$ cat src/hdl/tedc_pkg.sv
// ----------------------------------------------------------------------------
// tedc_pkg: shared types and constants of the ebb duration calculator
// Fixed-point formats, CORDIC arctangent table, status codes, flag group.
// ----------------------------------------------------------------------------
package tedc_pkg;

  localparam int CORDIC_STAGES_DEF = 16;
  localparam int TABLE_LEN         = 24;

  // datapath widths
  localparam int Z_W    = 33;   // Q30 angle, signed
  localparam int ROT_W  = 33;   // rotation x/y, Q30 signed
  localparam int PROD_W = 50;   // amplitude times sine/cosine
  localparam int VEC_W  = 54;   // vectoring x/y, mm * 2^-30
  localparam int REM_W  = 63;   // minutes dividend
  localparam int DVS_W  = 54;   // minutes divisor
  localparam int QUO_W  = 14;   // minutes quotient bits before saturation
  localparam int PREP_LAT = 4;  // angle preparation stages

  localparam logic signed [Z_W-1:0] PI_Q30      = 33'sd3373259426;
  localparam logic signed [Z_W-1:0] HALF_PI_Q30 = 33'sd1686629713;
  localparam logic signed [Z_W-1:0] GAIN_Q30    = 33'sd652032874;

  typedef enum logic [1:0] {
    ST_OK        = 2'd0,
    ST_FREQ_ZERO = 2'd1,
    ST_INDET     = 2'd2
  } status_t;

  typedef struct packed {
    logic ovf;    // quotient beyond the hour range
    logic fz;     // frequency zero
    logic indet;  // zero over zero in a ratio
  } flag_t;

  function automatic logic [29:0] atan_q30(input int unsigned idx);
    logic [29:0] v;
    case (idx)
      0:  v = 30'd843314856;
      1:  v = 30'd497837829;
      2:  v = 30'd263043836;
      3:  v = 30'd133525158;
      4:  v = 30'd67021686;
      5:  v = 30'd33543515;
      6:  v = 30'd16775850;
      7:  v = 30'd8388437;
      8:  v = 30'd4194282;
      9:  v = 30'd2097149;
      10: v = 30'd1048575;
      11: v = 30'd524287;
      12: v = 30'd262143;
      13: v = 30'd131071;
      14: v = 30'd65535;
      15: v = 30'd32767;
      16: v = 30'd16383;
      17: v = 30'd8191;
      18: v = 30'd4095;
      19: v = 30'd2047;
      20: v = 30'd1023;
      21: v = 30'd511;
      22: v = 30'd255;
      23: v = 30'd127;
      default: v = 30'd0;
    endcase
    return v;
  endfunction

endpackage

$ cat src/hdl/tedc_cordic_cell.sv
// ----------------------------------------------------------------------------
// tedc_cordic_cell: one registered CORDIC micro-rotation
// Rotation mode steers by the sign of z, vectoring mode by the sign of y.
// ----------------------------------------------------------------------------
module tedc_cordic_cell #(
  parameter int STAGE  = 0,
  parameter bit VECTOR = 1'b0,
  parameter int XY_W   = 33,
  parameter int SIDE_W = 1
) (
  input  logic                            clk,
  input  logic                            en,
  input  logic signed [XY_W-1:0]          x_in,
  input  logic signed [XY_W-1:0]          y_in,
  input  logic signed [tedc_pkg::Z_W-1:0] z_in,
  input  logic [SIDE_W-1:0]               side_in,
  output logic signed [XY_W-1:0]          x_out,
  output logic signed [XY_W-1:0]          y_out,
  output logic signed [tedc_pkg::Z_W-1:0] z_out,
  output logic [SIDE_W-1:0]               side_out
);

  logic signed [XY_W-1:0] dx, dy, x_nx, y_nx;
  logic signed [tedc_pkg::Z_W-1:0] ang, z_nx;
  logic pos;

  assign dx  = y_in >>> STAGE;
  assign dy  = x_in >>> STAGE;
  assign ang = $signed({3'b000, tedc_pkg::atan_q30(STAGE)});

  always_comb begin
    if (VECTOR) begin
      pos = ~y_in[XY_W-1];
      if (pos) begin
        x_nx = x_in + dx;
        y_nx = y_in - dy;
        z_nx = z_in + ang;
      end else begin
        x_nx = x_in - dx;
        y_nx = y_in + dy;
        z_nx = z_in - ang;
      end
    end else begin
      pos = ~z_in[tedc_pkg::Z_W-1];
      if (pos) begin
        x_nx = x_in - dx;
        y_nx = y_in + dy;
        z_nx = z_in - ang;
      end else begin
        x_nx = x_in + dx;
        y_nx = y_in - dy;
        z_nx = z_in + ang;
      end
    end
  end

  always_ff @(posedge clk) begin
    if (en) begin
      x_out    <= x_nx;
      y_out    <= y_nx;
      z_out    <= z_nx;
      side_out <= side_in;
    end
  end

endmodule

$ cat config.mk
export PLATFORM = sky130hd
export DESIGN_NAME = tedc_cordic_cell
export DESIGN_NICKNAME = d
export VERILOG_FILES = /design/src/hdl/tedc_pkg.sv /design/src/hdl/tedc_cordic_cell.sv
export SDC_FILE = /design/constraint.sdc
export NUM_CORES = 1
export LEC_CHECK = 0
export ABC_AREA = 1
export ABC_CLOCK_PERIOD_IN_PS = 6400
export BUFFER_PORTS_ARGS = -buffer_cell sky130_fd_sc_hd__clkbuf_2
export CORE_MARGIN = 8
export CORE_UTILIZATION = 45
export CTS_CLUSTER_DIAMETER = 200
export DETAILED_ROUTE_END_ITERATION = 8
export HOLD_SLACK_MARGIN = 0.03
export PLACE_DENSITY = 0.66
export SYNTH_ARGS = -nofsm -noshare
export SYNTH_HDL_FRONTEND = slang
export SYNTH_SLANG_ARGS = --single-unit
$ cat constraint.sdc
create_clock -name clk -period 6.4 [get_ports clk]
set_input_delay 1.28 -clock clk [delete_from_list [all_inputs] [get_ports clk]]
set_output_delay 1.28 -clock clk [all_outputs]
set_load 0.01 [all_outputs]
==> summary.txt <==
Clock network
  – Number of buffers inserted for hold repair after clock tree synthesis: 0
  – Number of sinks on the clock net: 99
  – Buffers inserted during post-CTS setup optimization: 0
  – Root buffer cell: sky130_fd_sc_hd__clkbuf_16
  – Total clock buffers created by CTS: 9
  – Register clock-pin slew on the reported worst setup and hold paths: roughly 0.080 ns
  – Quantity of gates resized following cts: 0
  – Clock tree from TritonCTS: yes
  – Clk buf depth: 2
  – Level count of the clock H-tree: 3

Setup path
  – Startpoint type of the worst setup path: input port
  – Crit-path slowest cell: sky130_fd_sc_hd__buf_4
  – Setup crit start: z_in[32]
  – Critical Path Max Stage Delay: 0.70 ns
  – Worst Path Required: 6.52 ns
  – CP endpoint kind: register
  – Crit path DAT: 4.38 ns
  – Critical path type: in -> reg
  – Critical-path maximum fanout: 70
  – Chain of cells forming the critical path: clkbuf_2 -> inv_2 -> buf_4 -> ha_1 -> a21oi_1 -> o21a_1 -> a21boi_0 -> nand3_1 -> xor2_1

Logic synthesis
  – Count of cell types in the netlist: 38
  – Sequential element share of the synthesized area: 24.17%
  – Cell area after synthesis: 0.01230 mm²
  – Post-synthesis instance total: approximately 2000
  – Net Count, Synth: 2203
  – Synthesis-stage register bit count: 99
  – Top-area cell type share of the netlist area: between 20% and 30%
  – Library cell with the largest summed area after synthesis: sky130_fd_sc_hd__edfxtp_1
  – Total number of yosys warnings: 0
  – Largest cells by area after synthesis: sky130_fd_sc_hd__edfxtp_1 (24%), sky130_fd_sc_hd__nand2_1 (20%), sky130_fd_sc_hd__ha_1 (13%), sky130_fd_sc_hd__inv_1 (10%), sky130_fd_sc_hd__nand3_1 (6.3%)
  – Syn avg cell area: ~6.3 µm²

Layout
  – Sequential cell area: 0.002973 mm²
  – Number of antenna cells inserted: 0
  – Proportion of layout cells with a drive suffix above 1: a little under an eighth
  – Area growth from synthesis to final layout: 12.12%
  – Most common cell after layout, fill and taps aside: sky130_fd_sc_hd__nand2_1
  – Post-layout nets: 2375
  – Finished Cell Area: ~0.014 mm²
  – Filler Cell Count: ~2800
  – Area occupied by multi-input gates: just under 0.008 mm²
  – Most frequent cells in the layout: sky130_fd_sc_hd__nand2_1 (653), sky130_fd_sc_hd__inv_1 (337), sky130_fd_sc_hd__clkbuf_2 (200), sky130_fd_sc_hd__nor2_1 (194), sky130_fd_sc_hd__nand3_1 (156)
  – Count of placed standard cells in the final layout, fillers left out: 2483

GRT
  – Maximum number of pins on one net before global-route repair: 75
  – GRT Total Usage: between 20 and 25%
  – Total congestion overflow: 0
  – First-pass GRT wire length: roughly 65000 µm
  – Number of antenna violations at the first check in global routing: 0
  – Number of global-route vias before repair: approximately 13000

Place
  – Placed Cells: around 2500
  – DP Area: 0.01349 mm²
  – GPL Wtd Cong: between 1 and 1.5
  – Worst-case setup slack after placement: 1.827 ns
  – Number of input and output port buffers inserted: 201
  – DP HPWL: 34370 µm

Floorplan
  – Area enclosed by the die boundary: 0.03288 mm²
  – Placeable Area: 0.02688 mm²
  – Core Rows: 60
  – Die height: 181.3 µm
  – Die Width: 181.3 µm
  – Starting density of the core: between 40% and 50%
  – Top-level port count: 202

STA
  – Sum of negative setup slack: 0 ns
  – Final setup fails: 0
  – Unrepaired setup endpoints after global routing: false
  – Transition time of the tightest slew-check pin: ~0.99 ns
  – Fmax: about 230 MHz
  – Max-slew violations: 0
  – Final clock period utilization by the worst path: 66.57%
  – Worst Slack Setup Final: 2.140 ns
  – Final Hold Fails: 0
  – Worst slew slack as a fraction of its limit: 33.72%
  – Shortest period the worst path allows: 4.260 ns

Detailed routing
  – Drt wl/cell: 16.59 µm
  – Antenna viol nets, final: 0
  – Initial drt markers: between 1000 and 1500
  – Total Routed Length: 41190 µm
  – Final routed DRC violation total: 0
  – Routed vias: around 13000
  – TritonRoute pass-1 iters: 6
  – Via-per-instance ratio: ~5.2

Hold path
  – Hold Crit Endpoint: side_out
  – Path type of the worst min-delay path: in -> reg
  – Hold Path Stages: 1
  – HP Start: side_in

Power
  – Relative contribution of sequential cells to total power: between 30% and 40%
  – Net switching power: 1.083 mW
  – Power density cells: 185.5 mW/mm²
  – Power share of the clock group: 23.0%
  – Logic pwr share: between 40% and 50%
  – Sw Ratio: 42.32%
  – Worst VDD drop: between 0.1 and 0.15 mV
  – Internal power consumption: 1.476 mW
  – Static leakage power: 7.596 nW

Run status
  – Status: complete, no violations

Flow run
  – Max-cap violations: 0
[cell families (layout without fill, tap and decap cells)]
group | after synthesis | in the layout | share of synthesized area (%)
and+or+nand+nor | 1067 | 1067 | 35.43
buffers and inverters | 385 | 562 | 12.64
AOI/OAI and AO/OA | 230 | 230 | 10.26
adders and majority gates | 136 | 136 | 14.08
DFF | 99 | 99 | 24.17
xor gates and xnor gates | 47 | 47 | 3.346
muxes | 1 | 1 | 0.08137
[Yosys cell counts]
| cell type | count |
|---|---|
| sky130_fd_sc_hd__o21ai_0 | 75 |
| sky130_fd_sc_hd__and2_1 | 7 |
| sky130_fd_sc_hd__nor2_2 | 7 |
| sky130_fd_sc_hd__a31oi_1 | 3 |
| sky130_fd_sc_hd__xnor2_1 | 1 |
| sky130_fd_sc_hd__a21oi_1 | 100 |
| sky130_fd_sc_hd__o21ai_1 | 7 |
| sky130_fd_sc_hd__a21o_1 | 3 |
| sky130_fd_sc_hd__xor2_1 | 46 |
| sky130_fd_sc_hd__ha_1 | 132 |
| sky130_fd_sc_hd__nand4_1 | 19 |
| sky130_fd_sc_hd__or2_1 | 1 |
| sky130_fd_sc_hd__mux2i_1 | 1 |
| sky130_fd_sc_hd__o31ai_1 | 2 |
| sky130_fd_sc_hd__a21boi_0 | 3 |
| sky130_fd_sc_hd__nand3_2 | 4 |
| sky130_fd_sc_hd__nand2_2 | 9 |
| sky130_fd_sc_hd__buf_6 | 6 |
| sky130_fd_sc_hd__o211ai_1 | 5 |
| sky130_fd_sc_hd__nor3_1 | 14 |
| sky130_fd_sc_hd__buf_1 | 2 |
| sky130_fd_sc_hd__nor2_1 | 194 |
| sky130_fd_sc_hd__nand3_1 | 156 |
| sky130_fd_sc_hd__buf_2 | 16 |
| sky130_fd_sc_hd__nand2_1 | 653 |
| sky130_fd_sc_hd__clkbuf_1 | 7 |
| sky130_fd_sc_hd__o21ai_2 | 1 |
| sky130_fd_sc_hd__o22ai_1 | 8 |
| sky130_fd_sc_hd__fa_1 | 4 |
| sky130_fd_sc_hd__a21oi_2 | 3 |
| sky130_fd_sc_hd__inv_2 | 4 |
| sky130_fd_sc_hd__inv_1 | 338 |
| sky130_fd_sc_hd__or2_2 | 2 |
| sky130_fd_sc_hd__buf_4 | 12 |
| sky130_fd_sc_hd__o21bai_1 | 16 |
| sky130_fd_sc_hd__o21a_1 | 4 |
| sky130_fd_sc_hd__edfxtp_1 | 99 |
| sky130_fd_sc_hd__nor4_1 | 1 |
[power groups by stage]
stage / Clock [mW] / Combinational, mW / Sequential (mW)
2_1_floorplan: 0 / 0.658 / 0.930
3_3_place_gp: 0 / 1.08 / 0.884
3_5_place_dp: 0 / 1.08 / 0.885
4_1_cts: 0.608 / 1.09 / 0.871
5_1_grt: 0.627 / 1.22 / 0.880
6_report: 0.588 / 1.10 / 0.870
[state kept, by name, indices dropped and copies added (netlist names)]
| register | count |
|---|---|
| x_out | 32 |
| z_out | 33 |
| side_out | 1 |
| y_out | 33 |
[layer usage]
metal | vias to the layer above | part of all wire, % | GRT usage (%)
li1 | 6545 | - | -
met1 | 5819 | 45 | 32.58
met2 | 520 | 44 | 40.15
met3 | 74 | 7.5 | 4.012
met4 | 0 | 3.3 | 8.560
met5 | - | 0 | 0
[critical path: cells and delay by family]
family	cells	cell delay, ns
adders and majority gates	1	0.42
AOI/OAI and AO/OA	3	0.59
buffers and inverters	3	1.70
and+or+nand+nor	1	0.15
xor gates and xnor gates	1	0.17
[stage by stage]
step	utilization [%]	hold WS [ns]	power (mW)
6_report	51.32	1.087	2.558
5_1_grt	51.32	1.073	2.731
4_1_cts	51.32	1.075	2.569
3_5_place_dp	50.19	1.462	1.969
3_3_place_gp	50.19	1.459	1.961
2_1_floorplan	-	1.379	1.588
[area by class of cell]
class,instances,area share (%)
multi-input combinational,1481,56.36
sequential,99,21.55
inverter,342,9.307
timing repair buffer,204,7.475
tap,341,3.093
clock buffer,9,1.633
clock inverter,7,0.5806
[how the worst max path moves through the flow]
stage / endpoint / slack (ns) / cells after the start
after floorplan: z_out[24] / 2.96 / 12
after global routing: z_out[31] / 1.97 / 12
final: z_out[24] / 2.14 / 9
after CTS: z_out[24] / 2.22 / 9
after detailed placement: z_out[24] / 1.83 / 9
after global placement: z_out[24] / 1.85 / 9
No activity file was read; power rests on OpenSTA's default activity.
