==> src/hdl/tedc_pkg.sv <==
// ----------------------------------------------------------------------------
// tedc_pkg: shared types and constants of the ebb duration calculator
// Fixed-point formats, CORDIC arctangent table, status codes, flag group.
// ----------------------------------------------------------------------------
package tedc_pkg;

  localparam int CORDIC_STAGES_DEF = 16;
  localparam int TABLE_LEN         = 24;

  // datapath widths
  localparam int Z_W    = 33;   // Q30 angle, signed
  localparam int ROT_W  = 33;   // rotation x/y, Q30 signed
  localparam int PROD_W = 50;   // amplitude times sine/cosine
  localparam int VEC_W  = 54;   // vectoring x/y, mm * 2^-30
  localparam int REM_W  = 63;   // minutes dividend
  localparam int DVS_W  = 54;   // minutes divisor
  localparam int QUO_W  = 14;   // minutes quotient bits before saturation
  localparam int PREP_LAT = 4;  // angle preparation stages

  localparam logic signed [Z_W-1:0] PI_Q30      = 33'sd3373259426;
  localparam logic signed [Z_W-1:0] HALF_PI_Q30 = 33'sd1686629713;
  localparam logic signed [Z_W-1:0] GAIN_Q30    = 33'sd652032874;

  typedef enum logic [1:0] {
    ST_OK        = 2'd0,
    ST_FREQ_ZERO = 2'd1,
    ST_INDET     = 2'd2
  } status_t;

  typedef struct packed {
    logic ovf;    // quotient beyond the hour range
    logic fz;     // frequency zero
    logic indet;  // zero over zero in a ratio
  } flag_t;

  function automatic logic [29:0] atan_q30(input int unsigned idx);
    logic [29:0] v;
    case (idx)
      0:  v = 30'd843314856;
      1:  v = 30'd497837829;
      2:  v = 30'd263043836;
      3:  v = 30'd133525158;
      4:  v = 30'd67021686;
      5:  v = 30'd33543515;
      6:  v = 30'd16775850;
      7:  v = 30'd8388437;
      8:  v = 30'd4194282;
      9:  v = 30'd2097149;
      10: v = 30'd1048575;
      11: v = 30'd524287;
      12: v = 30'd262143;
      13: v = 30'd131071;
      14: v = 30'd65535;
      15: v = 30'd32767;
      16: v = 30'd16383;
      17: v = 30'd8191;
      18: v = 30'd4095;
      19: v = 30'd2047;
      20: v = 30'd1023;
      21: v = 30'd511;
      22: v = 30'd255;
      23: v = 30'd127;
      default: v = 30'd0;
    endcase
    return v;
  endfunction

endpackage

==> src/hdl/tedc_div_cell.sv <==
// ----------------------------------------------------------------------------
// tedc_div_cell: one registered restoring division step
// Resolves one quotient bit of the minutes count.
// ----------------------------------------------------------------------------
module tedc_div_cell #(
  parameter int BIT = 0
) (
  input  logic                              clk,
  input  logic                              en,
  input  logic [tedc_pkg::REM_W-1:0]        rem_in,
  input  logic [tedc_pkg::DVS_W-1:0]        dvs_in,
  input  logic [tedc_pkg::QUO_W-1:0]        quo_in,
  input  tedc_pkg::flag_t                   flags_in,
  output logic [tedc_pkg::REM_W-1:0]        rem_out,
  output logic [tedc_pkg::DVS_W-1:0]        dvs_out,
  output logic [tedc_pkg::QUO_W-1:0]        quo_out,
  output tedc_pkg::flag_t                   flags_out
);

  localparam int CMP_W = tedc_pkg::DVS_W + tedc_pkg::QUO_W;

  logic [CMP_W-1:0] sh, rem_e, diff;
  logic ge;

  assign sh    = CMP_W'(dvs_in) << BIT;
  assign rem_e = CMP_W'(rem_in);
  assign ge    = (rem_e >= sh);
  assign diff  = rem_e - sh;

  always_ff @(posedge clk) begin
    if (en) begin
      rem_out   <= ge ? diff[tedc_pkg::REM_W-1:0] : rem_in;
      dvs_out   <= dvs_in;
      quo_out   <= {quo_in[tedc_pkg::QUO_W-2:0], ge};
      flags_out <= flags_in;
    end
  end

endmodule

==> config.mk <==
export PLATFORM = sky130hd
export DESIGN_NAME = tedc_div_cell
export DESIGN_NICKNAME = d
export VERILOG_FILES = /design/src/hdl/tedc_pkg.sv /design/src/hdl/tedc_div_cell.sv
export SDC_FILE = /design/constraint.sdc
export NUM_CORES = 1
export LEC_CHECK = 0
export ABC_AREA = 0
export BUFFER_PORTS_ARGS = -buffer_cell sky130_fd_sc_hd__buf_2
export CAP_MARGIN = 0
export CORE_MARGIN = 4
export CORE_UTILIZATION = 56
export CTS_CLUSTER_DIAMETER = 50
export DETAILED_ROUTE_END_ITERATION = 6
export PLACE_DENSITY = 0.95
export SLEW_MARGIN = 0
export SYNTH_ARGS = -nofsm -noshare
export SYNTH_HDL_FRONTEND = slang
export SYNTH_SLANG_ARGS = --single-unit
==> constraint.sdc <==
create_clock -name clk -period 5.9 [get_ports clk]
set_input_delay 0.59 -clock clk [delete_from_list [all_inputs] [get_ports clk]]
set_output_delay 0.59 -clock clk [all_outputs]
set_load 0.05 [all_outputs]
==> results.sh, run 1 <==
export IMPL_fp_row_count=45
export IMPL_ir_drop_uv=203
export IMPL_postSynthCellCount=860
export IMPL_slew_viol_final=0
export IMPL_clockRootBuffer="clkbuf_16"
export IMPL_fin_ws_ns=2.29
export IMPL_critPathKind="input pin to flop"
export IMPL_outcome="complete, no violations"
export IMPL_drive_above_1_share=0.303
export IMPL_synth_xor_area_frac=0.0576
export IMPL_synth_mux_area_frac=0.0159
export IMPL_fin_setup_tns_ns=0
export IMPL_critPathMaxStageDelay_ns=0.60
export IMPL_cp_data_arrival_time_ns=3.79
export IMPL_period_share=0.611
export IMPL_min_path_type="input pin to flop"
export IMPL_yosys_area_share_adder=0.0818
export IMPL_clk_pin_slew_worst_paths_ns=0.06
export IMPL_dieArea_mm2=0.0175
export IMPL_crit_buf_inv=3
export IMPL_grt_max_degree=99
export IMPL_grt_pass1_vias=7580
export IMPL_maxCapViolCount=0
export IMPL_path_cells="buf_2, inv_1, ha_1, nand2_2, nor4_1, nand3_1, o2111ai_1, a211oi_2, o31a_4, inv_6, mux2_2"
export IMPL_ctsResizeCount=0
export IMPL_finalSetupViolCount=0
export IMPL_cts_tree="done"
export IMPL_area_growth_pct=22.1
export IMPL_placed_cells=1273
export IMPL_hold_viol_final=0
export IMPL_critical_path_peak_fanout=98
export IMPL_ios=270
export IMPL_vias_per_cell=5.87
export IMPL_io_buffers=268
export IMPL_route_detailed_drc=0
export IMPL_post_synth_and_or_nand_nor_area_fraction=0.126
export IMPL_rsz0062_at_grt="false"
export IMPL_hpwl_mm=18.4
export IMPL_ys_async_sr_fraction=0
export IMPL_synthFlopType="edfxtp_1"
export IMPL_die_w_um=132
export IMPL_synth_edff_count=134
export IMPL_worst_pin_slew_ns=0.855
export IMPL_nets=1296
export IMPL_avgSynthCellArea_um2=10.1
export IMPL_yosysSeqAreaShare=0.465
export IMPL_wirelength_mm=24.0
export IMPL_pre_cts_ws_ns=1.95
export IMPL_powerDensity_mw_per_mm2=313
export IMPL_yosys_warnings=0
export IMPL_path_delay_family="simple AND/OR/NAND/NOR gates"
export IMPL_grt_usage=0.271
export IMPL_cp_start_kind="input pin"
export IMPL_first_pass_iters=5
export IMPL_finalCriticalPeriod_ns=3.61
export IMPL_die_y_um=132
export IMPL_synth_compound_area_frac=0.192
export IMPL_p_leak_nw=4.69
export IMPL_hold_buffers=0
export IMPL_end_kind="flop"
export IMPL_wl_per_cell_um=18.3
export IMPL_place_congestion=0.934
export IMPL_clock_path_buffers=2
export IMPL_start_util=0.570
export IMPL_core_area_mm2=0.0152
export IMPL_max_freq_ghz=0.277
export IMPL_postCtsSetupBuffers=0
export IMPL_h_tree_depth=4
export IMPL_layoutNonFillerInstCount=1307
export IMPL_slowest_stage="nor4_1"
export IMPL_synth_fp_nets=1052
export IMPL_syn_cell_area_mm2=0.00866
export IMPL_drt_iter0_drc=768
export IMPL_required_ns=6.08
export IMPL_synthDistinctLibCells=72
export IMPL_maxSlewHeadroom=0.430
export IMPL_vias=7677
export IMPL_cts_buffers=17
export IMPL_cts_sinks=134
export IMPL_grt_pass1_wl_mm=37.9
export IMPL_antenna_found_initial=3
export IMPL_ys_seq_elements=134
export IMPL_synth_top_family_by_area="compound AO/OA/AOI/OAI gates"
export IMPL_overflow=0
export IMPL_postRouteAntennaNets=0
[cells by family (layout without fill, tap and decap cells)]
logic type,Yosys count,in the layout
other cells,0,2
compound gates,257,257
flops,134,134
mux,10,10
fa+ha+maj,56,56
simple gates,227,227
xor+xnor,57,57
buf+inv,119,376
[cells in the mapped netlist (8+ instances only)]
| library cell | number | share of area |
|---|---|---|
| xnor2_1 | 36 | 0.036 |
| edfxtp_1 | 134 | 0.46 |
| inv_1 | 74 | 0.032 |
| nand2_1 | 59 | 0.026 |
| o21ai_0 | 35 | 0.020 |
| o211ai_1 | 8 | 0.0069 |
| xor2_1 | 21 | 0.021 |
| ha_1 | 55 | 0.079 |
| o21bai_1 | 16 | 0.014 |
| a31oi_1 | 9 | 0.0065 |
| a21oi_1 | 110 | 0.064 |
| nor4_1 | 10 | 0.0072 |
| clkbuf_1 | 11 | 0.0048 |
| buf_2 | 24 | 0.014 |
| nor3_1 | 18 | 0.010 |
| nand4_1 | 22 | 0.016 |
| a21o_1 | 19 | 0.016 |
| nor2_1 | 75 | 0.033 |
| o21a_1 | 8 | 0.0069 |
[registers in the layout (all words and copies together), names as in the netlist]
signal     count
dvs_out       54
rem_out       63
flags_out      3
quo_out       14
[metal layers]
layer | share of wire | vias to the layer above | global-route usage
li1 | - | 3649 | -
met1 | 0.39 | 3568 | 0.330
met2 | 0.48 | 373 | 0.445
met3 | 0.092 | 81 | 0.0866
met4 | 0.037 | 6 | 0.116
met5 | 0.0016 | - | 0
[final timing paths]
check	start	to	slack, ns	depth (start not counted)
min	quo_in[7]	quo_out[8]	0.33	1
max	dvs_in[53]	rem_out[3]	2.29	11
[power by group]
part / internal (W) / switching [W] / total (W)
sequential: 0.00119 / 0.0000264 / 0.00121
clock: 0.000614 / 0.000407 / 0.00102
combinational: 0.000310 / 0.000763 / 0.00107
total: 0.00211 / 0.00120 / 0.00331
[stage by stage]
| stage | instance area, µm² | hold slack (ns) | power [W] | util |
|---|---|---|---|---|
| 2_1_floorplan | 8660 | 0.689 | 0.00202 | - |
| 3_3_place_gp | 10000 | 0.766 | 0.00227 | 0.658 |
| 3_5_place_dp | 10000 | 0.768 | 0.00229 | 0.658 |
| 4_1_cts | 10600 | 0.324 | 0.00331 | 0.695 |
| 5_1_grt | 10600 | 0.324 | 0.00344 | 0.695 |
| 6_report | 10600 | 0.332 | 0.00331 | 0.695 |
[cell usage in the layout (no fill, tap or decap), types with 7 or more instances in the layout]
| cell type | synthesis | layout |
|---|---|---|
| buf_2 | 24 | 267 |
| edfxtp_1 | 134 | 134 |
| a21oi_1 | 110 | 110 |
| nor2_1 | 75 | 75 |
| inv_1 | 74 | 74 |
| nand2_1 | 59 | 59 |
| ha_1 | 55 | 55 |
| xnor2_1 | 36 | 36 |
| o21ai_0 | 35 | 35 |
| nand4_1 | 22 | 22 |
| xor2_1 | 21 | 21 |
| a21o_1 | 19 | 19 |
| nor3_1 | 18 | 18 |
| clkbuf_16 | 0 | 17 |
| o21bai_1 | 16 | 16 |
| nor4_1 | 10 | 10 |
| a31oi_1 | 9 | 9 |
| o211ai_1 | 8 | 8 |
| o21a_1 | 8 | 8 |
| a21oi_2 | 7 | 7 |
| mux2_4 | 7 | 7 |
[cell type report]
type                    instances  area [µm²]
diodes                          2        5.00
clock buffers                  17         425
clock inverters                15         138
fillers                      1154        4630
inverters                      75         287
multi-input cells             607        4100
flip-flops and latches        134        4020
well taps                     188         235
repair buffers                269        1360
Note: power is estimated with default switching activity, not from simulation.
==> run 2: changes to the inputs <==
- CORE_UTILIZATION: 56 -> 52
- PLACE_DENSITY: 0.95 -> 0.91
- clock period: 5.9 -> 3.55 ns (I/O delays scaled with it)
==> results.sh, run 2 (synthesized netlist as in run 1, its figures left out) <==
export IMPL_antenna_found_initial=4
export IMPL_hpwl_mm=19.0
export IMPL_min_path_type="input pin to flop"
export IMPL_slowest_stage="fa_1"
export IMPL_end_kind="flop"
export IMPL_die_y_um=137
export IMPL_regMostFlops="rem_out"
export IMPL_critPathMaxStageDelay_ns=0.39
export IMPL_slew_viol_final=0
export IMPL_worst_pin_slew_ns=0.729
export IMPL_drt_iter0_drc=664
export IMPL_route_detailed_drc=0
export IMPL_cp_data_arrival_time_ns=3.22
export IMPL_maxSlewHeadroom=0.514
export IMPL_drive_above_1_share=0.311
export IMPL_nets=1311
export IMPL_critPathKind="input pin to flop"
export IMPL_hold_viol_final=0
export IMPL_outcome="complete, no violations"
export IMPL_critPathCapture="rem_out[54]"
export IMPL_layoutNonFillerInstCount=1348
export IMPL_final_common_cell="buf_2"
export IMPL_rsz0062_at_grt="false"
export IMPL_path_cells="buf_2, inv_1, ha_1, inv_1, fa_1, a211oi_1, o21bai_1, o211ai_1, nand2_2, a21o_1, o211ai_1, a211oi_2, nor3_1, xor2_1"
export IMPL_worstHoldStart="quo_in[4]"
export IMPL_core_area_mm2=0.0161
export IMPL_finalCriticalPeriod_ns=3.07
export IMPL_grt_pass1_vias=7258
export IMPL_cp_start_kind="input pin"
export IMPL_top_regs="rem_out x63, dvs_out x54, quo_out x14"
export IMPL_h_tree_depth=4
export IMPL_critical_path_peak_fanout=5
export IMPL_maxCapViolCount=0
export IMPL_period_share=0.864
export IMPL_placed_cells=1316
export IMPL_p_leak_nw=4.78
export IMPL_vias=7580
export IMPL_powerDensity_mw_per_mm2=524
export IMPL_place_congestion=0.909
export IMPL_dieArea_mm2=0.0188
export IMPL_largest_reg_flops=63
export IMPL_max_freq_ghz=0.326
export IMPL_wirelength_mm=24.2
export IMPL_power_w=0.00565
export IMPL_ir_drop_uv=346
export IMPL_crit_path_start="rem_in[0]"
export IMPL_hold_buffers=0
export IMPL_area_growth_pct=24.6
export IMPL_postRouteAntennaNets=0
export IMPL_mostFrequentLayoutCells="buf_2 (267), edfxtp_1 (134), a21oi_1 (110), nor2_1 (75), inv_1 (74)"
export IMPL_cts_sinks=134
export IMPL_grt_max_degree=76
export IMPL_clockRootBuffer="clkbuf_16"
export IMPL_vias_per_cell=5.62
export IMPL_clk_pin_slew_worst_paths_ns=0.06
export IMPL_required_ns=3.70
export IMPL_fin_setup_tns_ns=0
export IMPL_postCtsSetupBuffers=0
export IMPL_clock_path_buffers=2
export IMPL_start_util=0.537
export IMPL_cts_tree="done"
export IMPL_overflow=0
export IMPL_grt_pass1_wl_mm=36.5
export IMPL_first_pass_iters=5
export IMPL_fp_row_count=46
export IMPL_wl_per_cell_um=17.9
export IMPL_finalSetupViolCount=0
export IMPL_antenna_cells=0
export IMPL_die_w_um=137
export IMPL_cts_buffers=17
export IMPL_grt_usage=0.251
export IMPL_io_buffers=268
export IMPL_ios=270
export IMPL_ctsResizeCount=0
==> run 2: changes by cell type in the layout (fill, tap and decap cells not counted), moves of 2 or more <==
| cell | previous run | this run |
|---|---|---|
| clkinv_2 | 6 | 2 |
| buf_4 | 1 | 14 |
| diode_2 | 2 | 0 |
| buf_12 | 0 | 2 |
| clkbuf_1 | 0 | 2 |
| bufinv_16 | 2 | 4 |
==> run 2: how the worst min path moves through the flow <==
stage              endpoint  depth (start not counted)
2_1_floorplan    dvs_out[0]                          0
5_1_grt        flags_out[1]                          1
4_1_cts         quo_out[13]                          1
3_3_place_gp    quo_out[13]                          1
3_5_place_dp     quo_out[5]                          1
6_report         quo_out[5]                          1
==> run 2: worst max-delay path: cells and delay by family <==
family	cells	cell delay, ns
and+or+nand+nor	2	0.47
buffers and inverters	3	0.24
xor gates and xnor gates	1	0.13
AOI/OAI and AO/OA	6	1.46
adders and majority gates	2	0.56
==> run 2: layout make-up <==
type                       instances  area, µm²
clock buffer                      19        433
clock inverter                    13        178
fill                            1275       5330
inverter                          75        287
multi-input combinational        607       4100
sequential                       134       4020
tap                              216        270
timing repair buffer             284       1490
==> run 2: power breakdown <==
part           switching, W  internal, W  leakage (nW)
clock network      0.000674      0.00117         0.289
registers         0.0000413      0.00197          1.31
logic               0.00127     0.000521          3.18
==> run 2: layer usage <==
| metal | vias to the layer above | global-route usage | wire [µm] |
|---|---|---|---|
| met5 | - | 0 | 49 |
| met4 | 8 | 0.0887 | 598 |
| met3 | 52 | 0.0636 | 2160 |
| met2 | 349 | 0.412 | 11500 |
| met1 | 3505 | 0.322 | 9870 |
| li1 | 3666 | - | - |
==> run 2: through the flow <==
step            util  setup WS [ns]  hold slack [ns]  area (µm²)
6_report       0.669          0.482            0.110       10800
5_1_grt        0.669          0.358           0.0931       10800
4_1_cts        0.669          0.562           0.0966       10800
3_5_place_dp   0.632          0.128            0.533       10200
3_3_place_gp   0.632          0.165            0.531       10200
2_1_floorplan      -          0.659            0.454        8660
==> run 3: changes to the inputs <==
- PLACE_DENSITY: 0.91 -> 0.92
==> results.sh, run 3 (synthesized netlist as in run 1, its figures left out) <==
export IMPL_outcome="complete, no violations"
export IMPL_drive_above_1_share=0.315
export IMPL_area_growth_pct=24.6
export IMPL_path_cells="buf_2, inv_1, ha_1, inv_1, fa_1, a211oi_1, o21bai_1, o211ai_1, nand2_2, a21o_1, o211ai_1, a211oi_2, nor3_1, xor2_1"
export IMPL_holdWs_ns=0.111
export IMPL_grt_pass1_vias=7359
export IMPL_postCtsSetupBuffers=0
export IMPL_max_freq_ghz=0.321
export IMPL_hold_depth=1
export IMPL_cts_tree="done"
export IMPL_powerDensity_mw_per_mm2=514
export IMPL_switching_share=0.364
export IMPL_cp_start_kind="input pin"
export IMPL_finalSetupViolCount=0
export IMPL_h_tree_depth=4
export IMPL_clkPwrFrac=0.315
export IMPL_core_area_mm2=0.0161
export IMPL_mostFrequentLayoutCells="buf_2 (267), edfxtp_1 (134), a21oi_1 (110), nor2_1 (75), inv_1 (74)"
export IMPL_wl_per_cell_um=17.7
export IMPL_min_to="quo_out[11]"
export IMPL_regMostFlops="rem_out"
export IMPL_path_delay_family="compound AO/OA/AOI/OAI gates"
export IMPL_pre_cts_ws_ns=0.0834
export IMPL_antenna_cells=0
export IMPL_hold_viol_final=0
export IMPL_end_kind="flop"
export IMPL_vias=7694
export IMPL_final_common_cell="buf_2"
export IMPL_slowest_stage="fa_1"
export IMPL_fin_ws_ns=0.439
export IMPL_p_leak_nw=4.79
export IMPL_place_congestion=0.912
export IMPL_cts_buffers=17
export IMPL_grt_max_degree=82
export IMPL_p_seq_frac=0.363
export IMPL_drt_iter0_drc=693
export IMPL_dieArea_mm2=0.0188
export IMPL_fin_setup_tns_ns=0
export IMPL_grt_pass1_wl_mm=37.0
export IMPL_crit_buf_inv=3
export IMPL_first_pass_iters=6
export IMPL_nets=1314
export IMPL_route_detailed_drc=0
export IMPL_switchingPower_w=0.00202
export IMPL_worst_pin_slew_ns=0.738
export IMPL_finalCriticalPeriod_ns=3.11
export IMPL_intPower_w=0.00353
export IMPL_power_w=0.00555
export IMPL_critPathMaxStageDelay_ns=0.39
export IMPL_critPathKind="input pin to flop"
export IMPL_hpwl_mm=18.9
export IMPL_ios=270
export IMPL_clockRootBuffer="clkbuf_16"
export IMPL_cts_sinks=134
export IMPL_ctsResizeCount=0
export IMPL_utilization=0.670
export IMPL_top_regs="rem_out x63, dvs_out x54, quo_out x14"
export IMPL_postRouteAntennaNets=0
export IMPL_clock_path_buffers=2
export IMPL_required_ns=3.71
export IMPL_antenna_found_initial=3
export IMPL_rsz0062_at_grt="false"
export IMPL_start_util=0.537
export IMPL_min_path_type="input pin to flop"
export IMPL_die_y_um=137
export IMPL_overflow=0
export IMPL_clk_pin_slew_worst_paths_ns=0.06
export IMPL_fp_row_count=46
export IMPL_hold_buffers=0
export IMPL_power_frac_comb=0.322
export IMPL_critical_path_peak_fanout=5
export IMPL_largest_reg_flops=63
export IMPL_grt_usage=0.254
export IMPL_maxSlewHeadroom=0.508
export IMPL_period_share=0.876
export IMPL_ir_drop_uv=328
export IMPL_wirelength_mm=24.0
export IMPL_vias_per_cell=5.70
export IMPL_io_buffers=268
export IMPL_die_w_um=137
export IMPL_worstHoldStart="quo_in[10]"
export IMPL_cp_data_arrival_time_ns=3.27
export IMPL_maxCapViolCount=0
export IMPL_slew_viol_final=0
run 3: worst max path at each step:
stage / slack [ns] / end / start / cells after the start
after floorplan: 0.66 / rem_out[56] / rem_in[0] / 13
after global placement: 0.18 / rem_out[56] / rem_in[0] / 14
after detailed placement: 0.08 / rem_out[54] / rem_in[0] / 14
after CTS: 0.51 / rem_out[54] / rem_in[0] / 14
after global routing: 0.32 / rem_out[58] / rem_in[0] / 14
final: 0.44 / rem_out[54] / rem_in[0] / 14
run 3: area by class of cell:
class / instances / area, µm²
inverter: 75 / 287
clock buffer: 17 / 425
tap: 216 / 270
sequential: 134 / 4020
timing repair buffer: 287 / 1530
fill: 1312 / 5320
clock inverter: 15 / 154
multi-input combinational: 607 / 4100
run 3: stage by stage:
step	std cells	area (µm²)
4_1_cts	1351	10800
3_3_place_gp	1319	10200
3_5_place_dp	1319	10200
6_report	1351	10800
2_1_floorplan	860	8660
5_1_grt	1351	10800
run 3: metal layers:
layer,vias up,GRT usage,share of wire
met5,-,0,0.0014
met4,6,0.0881,0.029
met3,61,0.0636,0.093
met2,363,0.423,0.48
met1,3573,0.322,0.39
li1,3691,-,-
run 3: power groups by stage:
stage / clock network (W) / registers, W / logic [W]
2_1_floorplan: 0 / 0.00270 / 0.000663
3_3_place_gp: 0 / 0.00204 / 0.00175
3_5_place_dp: 0 / 0.00205 / 0.00177
4_1_cts: 0.00177 / 0.00202 / 0.00178
5_1_grt: 0.00185 / 0.00203 / 0.00190
6_report: 0.00175 / 0.00202 / 0.00179
