[src/hdl/tedc_pkg.sv]
// ----------------------------------------------------------------------------
// tedc_pkg: shared types and constants of the ebb duration calculator
// Fixed-point formats, CORDIC arctangent table, status codes, flag group.
// ----------------------------------------------------------------------------
package tedc_pkg;

  localparam int CORDIC_STAGES_DEF = 16;
  localparam int TABLE_LEN         = 24;

  // datapath widths
  localparam int Z_W    = 33;   // Q30 angle, signed
  localparam int ROT_W  = 33;   // rotation x/y, Q30 signed
  localparam int PROD_W = 50;   // amplitude times sine/cosine
  localparam int VEC_W  = 54;   // vectoring x/y, mm * 2^-30
  localparam int REM_W  = 63;   // minutes dividend
  localparam int DVS_W  = 54;   // minutes divisor
  localparam int QUO_W  = 14;   // minutes quotient bits before saturation
  localparam int PREP_LAT = 4;  // angle preparation stages

  localparam logic signed [Z_W-1:0] PI_Q30      = 33'sd3373259426;
  localparam logic signed [Z_W-1:0] HALF_PI_Q30 = 33'sd1686629713;
  localparam logic signed [Z_W-1:0] GAIN_Q30    = 33'sd652032874;

  typedef enum logic [1:0] {
    ST_OK        = 2'd0,
    ST_FREQ_ZERO = 2'd1,
    ST_INDET     = 2'd2
  } status_t;

  typedef struct packed {
    logic ovf;    // quotient beyond the hour range
    logic fz;     // frequency zero
    logic indet;  // zero over zero in a ratio
  } flag_t;

  function automatic logic [29:0] atan_q30(input int unsigned idx);
    logic [29:0] v;
    case (idx)
      0:  v = 30'd843314856;
      1:  v = 30'd497837829;
      2:  v = 30'd263043836;
      3:  v = 30'd133525158;
      4:  v = 30'd67021686;
      5:  v = 30'd33543515;
      6:  v = 30'd16775850;
      7:  v = 30'd8388437;
      8:  v = 30'd4194282;
      9:  v = 30'd2097149;
      10: v = 30'd1048575;
      11: v = 30'd524287;
      12: v = 30'd262143;
      13: v = 30'd131071;
      14: v = 30'd65535;
      15: v = 30'd32767;
      16: v = 30'd16383;
      17: v = 30'd8191;
      18: v = 30'd4095;
      19: v = 30'd2047;
      20: v = 30'd1023;
      21: v = 30'd511;
      22: v = 30'd255;
      23: v = 30'd127;
      default: v = 30'd0;
    endcase
    return v;
  endfunction

endpackage

[src/hdl/tedc_angle_prep.sv]
// ----------------------------------------------------------------------------
// tedc_angle_prep: phase reduction and conversion to Q30 radians
// Reduces modulo 36000, folds into +-9000 and scales by pi/18000.
// ----------------------------------------------------------------------------
module tedc_angle_prep #(
  parameter int SIDE_W = 1
) (
  input  logic                            clk,
  input  logic                            en,
  input  logic signed [18:0]              theta,
  input  logic [SIDE_W-1:0]               side_in,
  output logic signed [tedc_pkg::Z_W-1:0] z,
  output logic                            flip,
  output logic [SIDE_W-1:0]               side_out
);

  logic signed [19:0] ts;
  logic [18:0] t, u1, u2, u3;
  logic [15:0] r0;
  logic [13:0] mag;
  logic        neg, flp;

  logic [13:0] mag1;
  logic        neg1, flip1;
  logic [SIDE_W-1:0] side1;

  logic [24:0] n2;
  logic [31:0] base2;
  logic        neg2, flip2;
  logic [SIDE_W-1:0] side2;

  logic [48:0] prod3;
  logic [11:0] q03;
  logic [24:0] n3;
  logic [31:0] base3;
  logic        neg3, flip3;
  logic [SIDE_W-1:0] side3;

  logic [24:0] rem4;
  logic [11:0] q4;
  logic [31:0] zm4;

  // reduce to [0, 36000) and fold into a quarter turn
  always_comb begin
    ts = {theta[18], theta} + 20'sd72000;
    t  = ts[18:0];
    u1 = (t  >= 19'd144000) ? t  - 19'd144000 : t;
    u2 = (u1 >= 19'd72000)  ? u1 - 19'd72000  : u1;
    u3 = (u2 >= 19'd36000)  ? u2 - 19'd36000  : u2;
    r0 = u3[15:0];
    if (r0 <= 16'd9000) begin
      mag = r0[13:0];
      neg = 1'b0;
      flp = 1'b0;
    end else if (r0 <= 16'd18000) begin
      mag = 14'(16'd18000 - r0);
      neg = (r0 != 16'd18000);
      flp = 1'b1;
    end else if (r0 < 16'd27000) begin
      mag = 14'(r0 - 16'd18000);
      neg = 1'b0;
      flp = 1'b1;
    end else begin
      mag = 14'(16'd36000 - r0);
      neg = 1'b1;
      flp = 1'b0;
    end
  end

  // pi/18000 = 187403 + 2713/9000 in Q30
  assign prod3 = 49'(n2) * 49'd15270994;

  always_comb begin
    rem4 = n3 - 25'(q03) * 25'd9000;
    q4   = q03 + 12'(rem4 >= 25'd9000);
    zm4  = base3 + 32'(q4);
  end

  always_ff @(posedge clk) begin
    if (en) begin
      mag1  <= mag;
      neg1  <= neg;
      flip1 <= flp;
      side1 <= side_in;

      n2    <= 25'(mag1) * 25'd2713;
      base2 <= 32'(mag1) * 32'd187403;
      neg2  <= neg1;
      flip2 <= flip1;
      side2 <= side1;

      q03   <= prod3[48:37];
      n3    <= n2;
      base3 <= base2;
      neg3  <= neg2;
      flip3 <= flip2;
      side3 <= side2;

      z        <= neg3 ? -$signed({1'b0, zm4}) : $signed({1'b0, zm4});
      flip     <= flip3;
      side_out <= side3;
    end
  end

endmodule

[config.mk]
export PLATFORM = sky130hd
export DESIGN_NAME = tedc_angle_prep
export DESIGN_NICKNAME = d
export VERILOG_FILES = /design/src/hdl/tedc_pkg.sv /design/src/hdl/tedc_angle_prep.sv
export SDC_FILE = /design/constraint.sdc
export NUM_CORES = 1
export LEC_CHECK = 0
export BUFFER_PORTS_ARGS = -buffer_cell sky130_fd_sc_hd__buf_2
export CAP_MARGIN = 20
export CELL_PAD_IN_SITES_DETAIL_PLACEMENT = 1
export CELL_PAD_IN_SITES_GLOBAL_PLACEMENT = 2
export CORE_MARGIN = 2
export CORE_UTILIZATION = 40
export CTS_BUF_LIST = sky130_fd_sc_hd__clkbuf_2
export CTS_CLUSTER_SIZE = 14
export DETAILED_ROUTE_END_ITERATION = 8
export PLACE_DENSITY = 0.76
export SETUP_SLACK_MARGIN = 0.05
export SLEW_MARGIN = 40
export SYNTH_ARGS = -nofsm -noshare
export SYNTH_HDL_FRONTEND = slang
export SYNTH_SLANG_ARGS = --single-unit
export TNS_END_PERCENT = 30
[constraint.sdc]
create_clock -name clk -period 10.2 [get_ports clk]
set_input_delay 1.02 -clock clk [delete_from_list [all_inputs] [get_ports clk]]
set_output_delay 1.02 -clock clk [all_outputs]
set_load 0.05 [all_outputs]
==> results.json, run 1 <==
{
  "outcome": "finished, final reports clean",
  "crit_type": "reg2reg",
  "max_freq_ghz": 0.0986,
  "drc": 0,
  "antenna_found_initial": 1,
  "crit_path_frequent_cell": "a21oi_2",
  "crit_path_max_incr_delay_ns": 0.50,
  "async_flop_share_pct": 0,
  "synth_top_flop_cell": "edfxtp_1",
  "num_io_pins": 57,
  "cp_data_arrival_time_ns": 10.92,
  "cts_sinks": 180,
  "routed_via_density": 5.16,
  "cp-start-kind": "flip-flop",
  "wire_per_inst_um": 18.2,
  "cts_hold_buf": 0,
  "synth_seq_cells": 180,
  "yosysUniqueCellTypes": 98,
  "num_vias": 17900,
  "start_util_pct": 40.5,
  "netlist_area_sq_um": 25600,
  "gp_congestion": 0.824,
  "n_fill_cell": 6897,
  "yosys_warnings": 0,
  "ys_seq_area_share_pct": 21.1,
  "synth_compound_gate_area_share_pct": 11.2,
  "rows": 92,
  "drv_slew": 0,
  "holdPathStages": 1,
  "critPathCaptureType": "flip-flop",
  "synth_xor_area_share_pct": 7.29,
  "drt_iter0_drc": 609,
  "syn_nets": 3206,
  "finalCritPeriodShare_pct": 99.4,
  "max_cap_violations": 0,
  "areaGrowthSynthToFinish_pct": 13.2,
  "topRoutingLayerUsed": "met4",
  "tightestPinTransition_ns": 0.816,
  "layout_setup_ws_ns": 0.0581,
  "synth_adder_area_share_pct": 46.2,
  "yosys.area_share.simple_pct": 6.98,
  "fin_crit_ns": 10.14,
  "cpLargestDelayFamily": "compound AO/OA/AOI/OAI gates",
  "crit_cells": 54,
  "multiInputGateArea_sq_um": 19200,
  "cp_max_fo": 9,
  "r2r_cells": 54,
  "dp_worst_setup_slack_ns": -1.01,
  "ant_nets": 0,
  "min_path_type": "in2reg",
  "wl_met1_um": 29500,
  "grt_max_degree": 70,
  "finClkSkew_ns": 0.0812,
  "drtPass1Iterations": 5,
  "ctsLongestPathBuffers": 2,
  "drive_gt1_share_pct": 15.2,
  "clock_latency_ns": 0.98,
  "path_buf_inv": 5,
  "seqCellArea_sq_um": 5410,
  "die_x_um": 257,
  "clkSlewWorstSetupHoldPaths_ns": 0.33,
  "cts_root_buf": "clkbuf_2",
  "nNetsFinal": 3423,
  "cts_tree": "done",
  "grt_usage_pct": 19.8,
  "synth_top_family_by_area": "adder cells",
  "grt_pass1_wl_um": 105000,
  "crit_required_ns": 10.97,
  "portBuffers": 56,
  "synth_edf_count": 180,
  "die_h_um": 257,
  "synthesis.instances": 2391,
  "wl_um": 63300,
  "hold_viol": 0,
  "rsz0062_at_grt": "true",
  "grt_overflow": 0,
  "htree_num_levels": 4,
  "synth_mux_area_share_pct": 0.889,
  "setup_viol": 0,
  "die_area_sq_um": 66100,
  "cts_made_buffers": 17,
  "first_global_vias": 20300,
  "dpl.hpwl_um": 51900,
  "crit_path_top_delay_cell": "fa_1",
  "r2r_setup_slack_ns": 0.06,
  "syn_avg_cell_area_sq_um": 10.7,
  "met3_wirelength_um": 983,
  "met2_length_um": 32000,
  "slew-limit-headroom_pct": 45.6,
  "core_area_sq_um": 63200
}
-- registers in the layout (all words and copies together) (netlist names) --
| register | flops |
|---|---|
| mag1 | 14 |
| flip | 1 |
| neg3 | 1 |
| flip2 | 1 |
| flip1 | 1 |
| side3 | 1 |
| neg2 | 1 |
| side2 | 1 |
| flip3 | 1 |
| neg1 | 1 |
| side1 | 1 |
| n2 | 25 |
| side_out | 1 |
| q03 | 12 |
| n3 | 23 |
| base2 | 31 |
| base3 | 31 |
| z | 33 |
-- worst paths after layout --
path | start | endpoint
hold / removal | side_in | side1$_DFFE_PP_
hold reg to reg | base2[22]$_DFFE_PP_ | base3[22]$_DFFE_PP_
setup reg to reg | q03[6]$_DFFE_PP_ | z[31]$_DFFE_PP_
setup / recovery | q03[6]$_DFFE_PP_ | z[31]$_DFFE_PP_
-- final cells by class --
type	count	share of cell area, %
sequential	180	18.6
tap	846	3.65
timing repair buffer	221	5.43
antenna	1	0.00863
clock inverter	15	0.582
inverter	399	5.16
clock buffer	17	0.293
multi-input combinational	1789	66.2
-- logic make-up (layout without fill, tap and decap cells) --
| family | count (synthesis) | after routing |
|---|---|---|
| buffers and inverters | 422 | 652 |
| multiplexers | 21 | 21 |
| AND/OR/NAND/NOR | 357 | 357 |
| adder cells (fa/ha/maj) | 793 | 793 |
| flip-flops | 180 | 180 |
| AO/OA/AOI/OAI | 409 | 409 |
| XOR/XNOR | 209 | 209 |
| other | 0 | 1 |
-- placed cells by master, fill, tap and decap left out, types with 11 or more instances in the layout --
master	count
buf_4	155
clkbuf_2	17
a21o_1	27
nor2b_1	20
o21a_1	11
a31oi_1	13
o211ai_1	11
nand2b_1	15
a21oi_1	90
mux2i_1	14
edfxtp_1	180
o21ai_1	16
and2_1	11
nor3_1	21
nand4_1	12
buf_2	55
fa_1	255
nand2_1	89
o21ai_0	64
inv_1	394
a21oi_2	17
ha_1	509
and3_1	18
o21bai_1	39
a21boi_0	14
ha_4	25
nor2_1	74
xor2_1	55
xnor2_1	144
nand3_1	36
-- through the flow --
stage	instance area, sq um	TNS (ns)	cells	hold slack [ns]	util, %
6_report	29000	0	3468	0.181	45.9
5_1_grt	29000	-3.63	3468	0.0299	45.9
4_1_cts	28600	-0.112	3458	0.0281	45.3
3_5_place_dp	27800	-12.09	3395	0.406	44.1
3_3_place_gp	27800	-3.96	3393	0.403	44.0
2_1_floorplan	25700	0	2391	0.400	-
-- repair_timing --
action,CTS,global route
pin swaps,62,51
setup endpoints to repair,20,19
endpoints found under the hold margin,0,0
gates resized for setup,54,52
buffers inserted,31,12
-- synthesized netlist by cell type, types with 4 or more instances --
| library cell | number | area share, % |
|---|---|---|
| a22oi_1 | 4 | 0.12 |
| a31o_2 | 7 | 0.24 |
| o211ai_1 | 11 | 0.32 |
| inv_1 | 399 | 5.8 |
| a21oi_1 | 105 | 2.1 |
| nand2_1 | 93 | 1.4 |
| edfxtp_1 | 180 | 21 |
| xnor2_1 | 148 | 5.1 |
| o221ai_1 | 8 | 0.27 |
| o21bai_1 | 40 | 1.2 |
| nand2b_1 | 15 | 0.37 |
| and2_1 | 13 | 0.32 |
| nand4_1 | 12 | 0.29 |
| nand3_1 | 41 | 0.80 |
| a211oi_1 | 4 | 0.12 |
| o21ai_1 | 7 | 0.14 |
| clkbuf_1 | 13 | 0.19 |
| mux2i_1 | 14 | 0.55 |
| o21ai_2 | 5 | 0.17 |
| a21boi_0 | 15 | 0.44 |
| a21o_1 | 27 | 0.79 |
| buf_4 | 4 | 0.12 |
| nand3b_1 | 5 | 0.15 |
| fa_1 | 256 | 20 |
| nor3_1 | 22 | 0.43 |
| o21ai_0 | 77 | 1.5 |
| and3_1 | 20 | 0.49 |
| or2_2 | 5 | 0.12 |
| a31oi_1 | 13 | 0.32 |
| o41ai_1 | 5 | 0.17 |
| xor2_1 | 56 | 1.9 |
| o31ai_1 | 4 | 0.12 |
| nor2b_1 | 23 | 0.56 |
| a211o_1 | 6 | 0.21 |
| o21a_1 | 11 | 0.32 |
| nor4_1 | 4 | 0.098 |
| nor2_1 | 76 | 1.1 |
| or3_1 | 8 | 0.20 |
| ha_1 | 537 | 26 |
-- per-layer routing --
metal,up-vias,GRT usage (%)
li1,8702,-
met4,0,3.83
met1,9005,26.0
met2,147,35.2
met5,-,0
met3,57,2.15
Power of run 1 is not shown: default switching activity piles up to over one toggle a cycle in this logic, so the estimate is an artifact.
==> run 2: changes to the inputs <==
- BUFFER_PORTS_ARGS: -buffer_cell sky130_fd_sc_hd__buf_2 -> unset
- DONT_BUFFER_PORTS: unset -> 1
- MAX_ROUTING_LAYER: unset -> met4
- PLACE_DENSITY: 0.76 -> 0.75
==> run 2 against run 1 <==
The run now ends with setup timing left. Non-clock buffer count shrank 32. Cell count fell by 0.89%. Via count increased by 0.20%. Die area stayed put. Setup slack lost 0.16 ns. Clock skew increased by 0.014 ns. Critical path depth unchanged. Critical path type unchanged. Highest routed layer unchanged.
==> results.json, run 2 (same netlist as run 1, synthesis figures left out) <==
{
  "clkSlewWorstSetupHoldPaths_ns": 0.34,
  "setup_viol": 1,
  "grt_max_degree": 172,
  "hold_viol": 0,
  "tightestPinTransition_ns": 0.797,
  "drive_gt1_share_pct": 14.4,
  "finClkSkew_ns": 0.0950,
  "crit_path_top_delay_cell": "edfxtp_1",
  "core_area_sq_um": 63200,
  "largest_register": "z",
  "cp_max_fo": 4,
  "wl_um": 64800,
  "rsz0062_at_grt": "true",
  "areaGrowthSynthToFinish_pct": 13.2,
  "gp_congestion": 0.854,
  "final_cell_mix": "ha_1, inv_1, fa_1",
  "fin_crit_ns": 10.30,
  "num_vias": 17900,
  "outcome": "finished, violations left",
  "max_freq_ghz": 0.0970,
  "grt_pass1_wl_um": 106000,
  "drt_iter0_drc": 713,
  "cp-start-kind": "flip-flop",
  "reg_top3": "z (33), base2 (31), base3 (31)",
  "crit_type": "reg2reg",
  "first_global_vias": 19900,
  "cts_made_buffers": 17,
  "crit_path_frequent_cell": "a21oi_2",
  "crit_path_max_incr_delay_ns": 0.58,
  "num_io_pins": 57,
  "post-route-util_pct": 45.9,
  "nNetsFinal": 3391,
  "grt_usage_pct": 20.9,
  "drc": 0,
  "violations": "setup timing",
  "htree_num_levels": 4,
  "drv_slew": 0,
  "antenna_found_initial": 3,
  "start_util_pct": 40.5,
  "ctsLongestPathBuffers": 2,
  "cts_root_buf": "clkbuf_2",
  "cp_data_arrival_time_ns": 11.11,
  "path_buf_inv": 0,
  "drtPass1Iterations": 5,
  "portBuffers": 0,
  "largest_reg_flops": 33,
  "slew-limit-headroom_pct": 46.8,
  "critPathCaptureType": "flip-flop",
  "die_area_sq_um": 66100,
  "ant_nets": 0,
  "routed_via_density": 5.22,
  "crit_required_ns": 11.01,
  "die_h_um": 257,
  "layout_setup_ws_ns": -0.105,
  "cts_tree": "done",
  "cts_sinks": 180,
  "die_x_um": 257,
  "dpl.hpwl_um": 51700,
  "min_path_type": "in2reg",
  "max_cap_violations": 0,
  "cpLargestDelayFamily": "compound AO/OA/AOI/OAI gates",
  "final_common_cell": "ha_1",
  "grt_overflow": 0,
  "rows": 92,
  "finalCritPeriodShare_pct": 101,
  "clock_latency_ns": 1.00,
  "wire_per_inst_um": 18.9
}
run 2: cell types whose count changed in the layout (fill, tap and decap cells not counted), moves of 4 or more:
cell,delta
buf_6,+6
buf_4,+15
buf_2,-55
dlygate4sd3_1,+4
run 2: final cells by class:
type	count	area, sq um
Clock inverter	15	194
Tap cell	846	1060
Sequential cell	180	5410
Multi-Input combinational cell	1789	19300
Fill cell	6898	34200
Timing Repair Buffer	189	1490
Antenna cell	2	5.00
Inverter	399	1500
Clock buffer	17	85.1
run 2: stage by stage:
stage | instances | instance area (sq um) | setup TNS [ns] | hold WS, ns | setup slack, ns
after floorplan | 2391 | 25700 | 0 | 0.400 | 0.0561
after global placement | 3340 | 27600 | -4.44 | 0.404 | -0.529
after detailed placement | 3344 | 27600 | -11.00 | 0.406 | -0.967
after CTS | 3427 | 28600 | -0.00312 | 0.000483 | -0.00312
after global routing | 3437 | 29000 | -6.52 | 0.00183 | -0.662
final | 3437 | 29000 | -0.105 | 0.143 | -0.105
run 2: worst register-to-register path, delay by kind of cell (launching register included):
family          cells  cell delay [ns]
compound gates     26             3.82
fa+ha+maj          10             2.78
simple gates       14             2.37
xor+xnor            4             0.62
flops               1             0.58
run 2: timing repair:
| item | 4_1_cts | 5_1_grt |
|---|---|---|
| pin swaps | 70 | 59 |
| endpoints found under the setup margin | 18 | 19 |
| endpoints found under the hold margin | 10 | 0 |
| resized for setup | 64 | 57 |
| setup buffers | 48 | 6 |
| hold buffers | 4 | 0 |
run 2: worst paths after layout:
path               startpoint                end  slack, ns  cells after the start
min                  theta[0]  mag1[0]$_DFFE_PP_       0.14                      0
max reg2reg  q03[1]$_DFFE_PP_    z[31]$_DFFE_PP_      -0.10                     54
max          q03[1]$_DFFE_PP_    z[31]$_DFFE_PP_      -0.10                     54
min reg2reg   flip3$_DFFE_PP_     flip$_DFFE_PP_       0.41                      0
run 2: per-layer routing:
layer | global-route usage [%] | vias up | wire (um)
li1 | - | 8632 | -
met1 | 26.7 | 9109 | 29900
met2 | 36.1 | 161 | 32900
met3 | 2.39 | 45 | 1380
met4 | 3.25 | 0 | 726
met5 | - | - | 0
Power of run 2 is left out for the same reason.
==> run 3: changes to the inputs <==
- PLACE_DENSITY: 0.75 -> 0.72
- clock period: 10.2 -> 9.7 ns (I/O delays scaled with it)
==> run 3 against run 2 <==
Die area did not move. The flow still finishes with violations (setup timing). Setup slack got worse by 0.42 ns. Routed wire length fell by 2.2%. Non-clock buffer count down 5. Final area decreased by 0.12%. Via count shrank 0.90%. Highest routed layer unchanged. Cell count hardly changed. Hold slack improved by 0.017 ns. Global-route usage is 0.078 points lower. Clock skew down 0.030 ns. Sequential share of layout area about the same.
==> results.json, run 3 (same netlist as run 1, synthesis figures left out) <==
{
  "outcome": "finished, violations left",
  "violations": "setup timing",
  "cts_root_buf": "clkbuf_2",
  "final_cell_mix": "ha_1, inv_1, fa_1",
  "r2r_setup_slack_ns": -0.53,
  "layout_setup_ws_ns": -0.529,
  "holdPathStages": 1,
  "setup_viol": 13,
  "crit_required_ns": 10.53,
  "reg_top3": "z (33), base2 (31), base3 (31)",
  "hp-start": "theta[2]",
  "largest_reg_flops": 33,
  "hold_viol": 0,
  "cp-start-kind": "flip-flop",
  "drive_gt1_share_pct": 14.5,
  "drc": 0,
  "routed_via_density": 5.18,
  "clock_latency_ns": 1.03,
  "critPathCaptureType": "flip-flop",
  "tightestPinTransition_ns": 0.830,
  "portBuffers": 0,
  "die_area_sq_um": 66100,
  "drtPass1Iterations": 5,
  "rsz0062_at_grt": "true",
  "ant_nets": 0,
  "ctsLongestPathBuffers": 2,
  "crit_type": "reg2reg",
  "cts_sinks": 180,
  "crit_start": "q03[6]$_DFFE_PP_",
  "antenna_found_initial": 2,
  "crit_path_top_delay_cell": "fa_1",
  "num_vias": 17800,
  "max_cap_violations": 0,
  "first_global_vias": 20100,
  "gp_congestion": 0.856,
  "fin_setup_tns_ns": -4.17,
  "finalCritPeriodShare_pct": 105,
  "num_io_pins": 57,
  "grt_pass1_wl_um": 106000,
  "cp_max_fo": 3,
  "htree_num_levels": 4,
  "grt_max_degree": 108,
  "dpl.hpwl_um": 50900,
  "die_h_um": 257,
  "slew-limit-headroom_pct": 44.7,
  "core_area_sq_um": 63200,
  "r2r_end": "z[31]$_DFFE_PP_",
  "drt_iter0_drc": 759,
  "grt_usage_pct": 20.8,
  "cts_tree": "done",
  "rows": 92,
  "grt_overflow": 0,
  "whs_endpoint": "mag1[2]$_DFFE_PP_",
  "areaGrowthSynthToFinish_pct": 13.0,
  "die_x_um": 257,
  "cts_made_buffers": 17,
  "max_freq_ghz": 0.0978,
  "wire_per_inst_um": 18.5,
  "cp_data_arrival_time_ns": 11.06,
  "min_path_type": "in2reg",
  "fin_crit_ns": 10.23,
  "clkSlewWorstSetupHoldPaths_ns": 0.33,
  "post-route-util_pct": 45.8,
  "drv_slew": 0,
  "crit_path_max_incr_delay_ns": 0.54,
  "design_area_sq_um": 29000,
  "nNetsFinal": 3386,
  "finClkSkew_ns": 0.0654,
  "crit_path_frequent_cell": "buf_4",
  "r2r_start": "q03[6]$_DFFE_PP_",
  "wl_um": 63400,
  "final_common_cell": "ha_1",
  "start_util_pct": 40.5,
  "r2r_cells": 55,
  "largest_register": "z",
  "place_area_sq_um": 27600
}
run 3: cell types whose count changed in the layout (fill, tap and decap cells not counted), moves of 3 or more:
| cell | previous run | this run |
|---|---|---|
| o21ai_1 | 14 | 10 |
| inv_1 | 394 | 391 |
| ha_1 | 511 | 516 |
| nand3_4 | 4 | 1 |
| xnor2_2 | 9 | 6 |
| buf_4 | 170 | 166 |
| o21ai_2 | 10 | 15 |
| ha_4 | 22 | 16 |
run 3: how the worst max path moves through the flow:
stage,end,cells past startpoint
after floorplan,z[31]$_DFFE_PP_,54
after global placement,z[30]$_DFFE_PP_,54
after detailed placement,z[30]$_DFFE_PP_,55
after CTS,z[31]$_DFFE_PP_,53
after global routing,z[31]$_DFFE_PP_,56
final,z[31]$_DFFE_PP_,55
run 3: per-stage QoR:
stage,hold slack [ns],std cells,worst slack (ns)
floorplan,0.400,2391,0.0508
finish,0.161,3434,-0.529
detailed placement,0.406,3341,-0.926
global placement,0.401,3340,-0.456
CTS,0.00748,3421,-0.566
global route,0.0363,3434,-1.11
run 3: timing repair:
item,4_1_cts,5_1_grt
setup endpoints to repair,19,24
gates resized for setup,78,38
buffers inserted,43,13
hold buffers,5,0
hold endpoints to repair,109,0
pin swaps,78,59
run 3: worst max-delay path: cells and delay by family, from the launching register on:
family	cells	cell delay, ns
fa+ha+maj	10	3.35
xor+xnor	5	0.66
buf+inv	15	1.55
simple gates	6	1.23
flops	1	0.50
compound gates	19	2.75
run 3: layout make-up:
| type | instances | area, sq um |
|---|---|---|
| antenna | 4 | 10.0 |
| clock buffer | 18 | 90.1 |
| clock inverter | 14 | 188 |
| fill | 6912 | 34200 |
| inverter | 399 | 1500 |
| multi-input combinational | 1789 | 19200 |
| sequential | 180 | 5410 |
| tap | 846 | 1060 |
| timing repair buffer | 184 | 1490 |
run 3: metal layers:
layer | track usage (%) | wire length [um] | up-vias
met5 | - | 0 | -
met4 | 3.29 | 524 | 0
met3 | 2.23 | 975 | 37
met2 | 35.6 | 31500 | 129
met1 | 27.0 | 30400 | 8987
li1 | - | - | 8633
Power of run 3 is left out for the same reason.
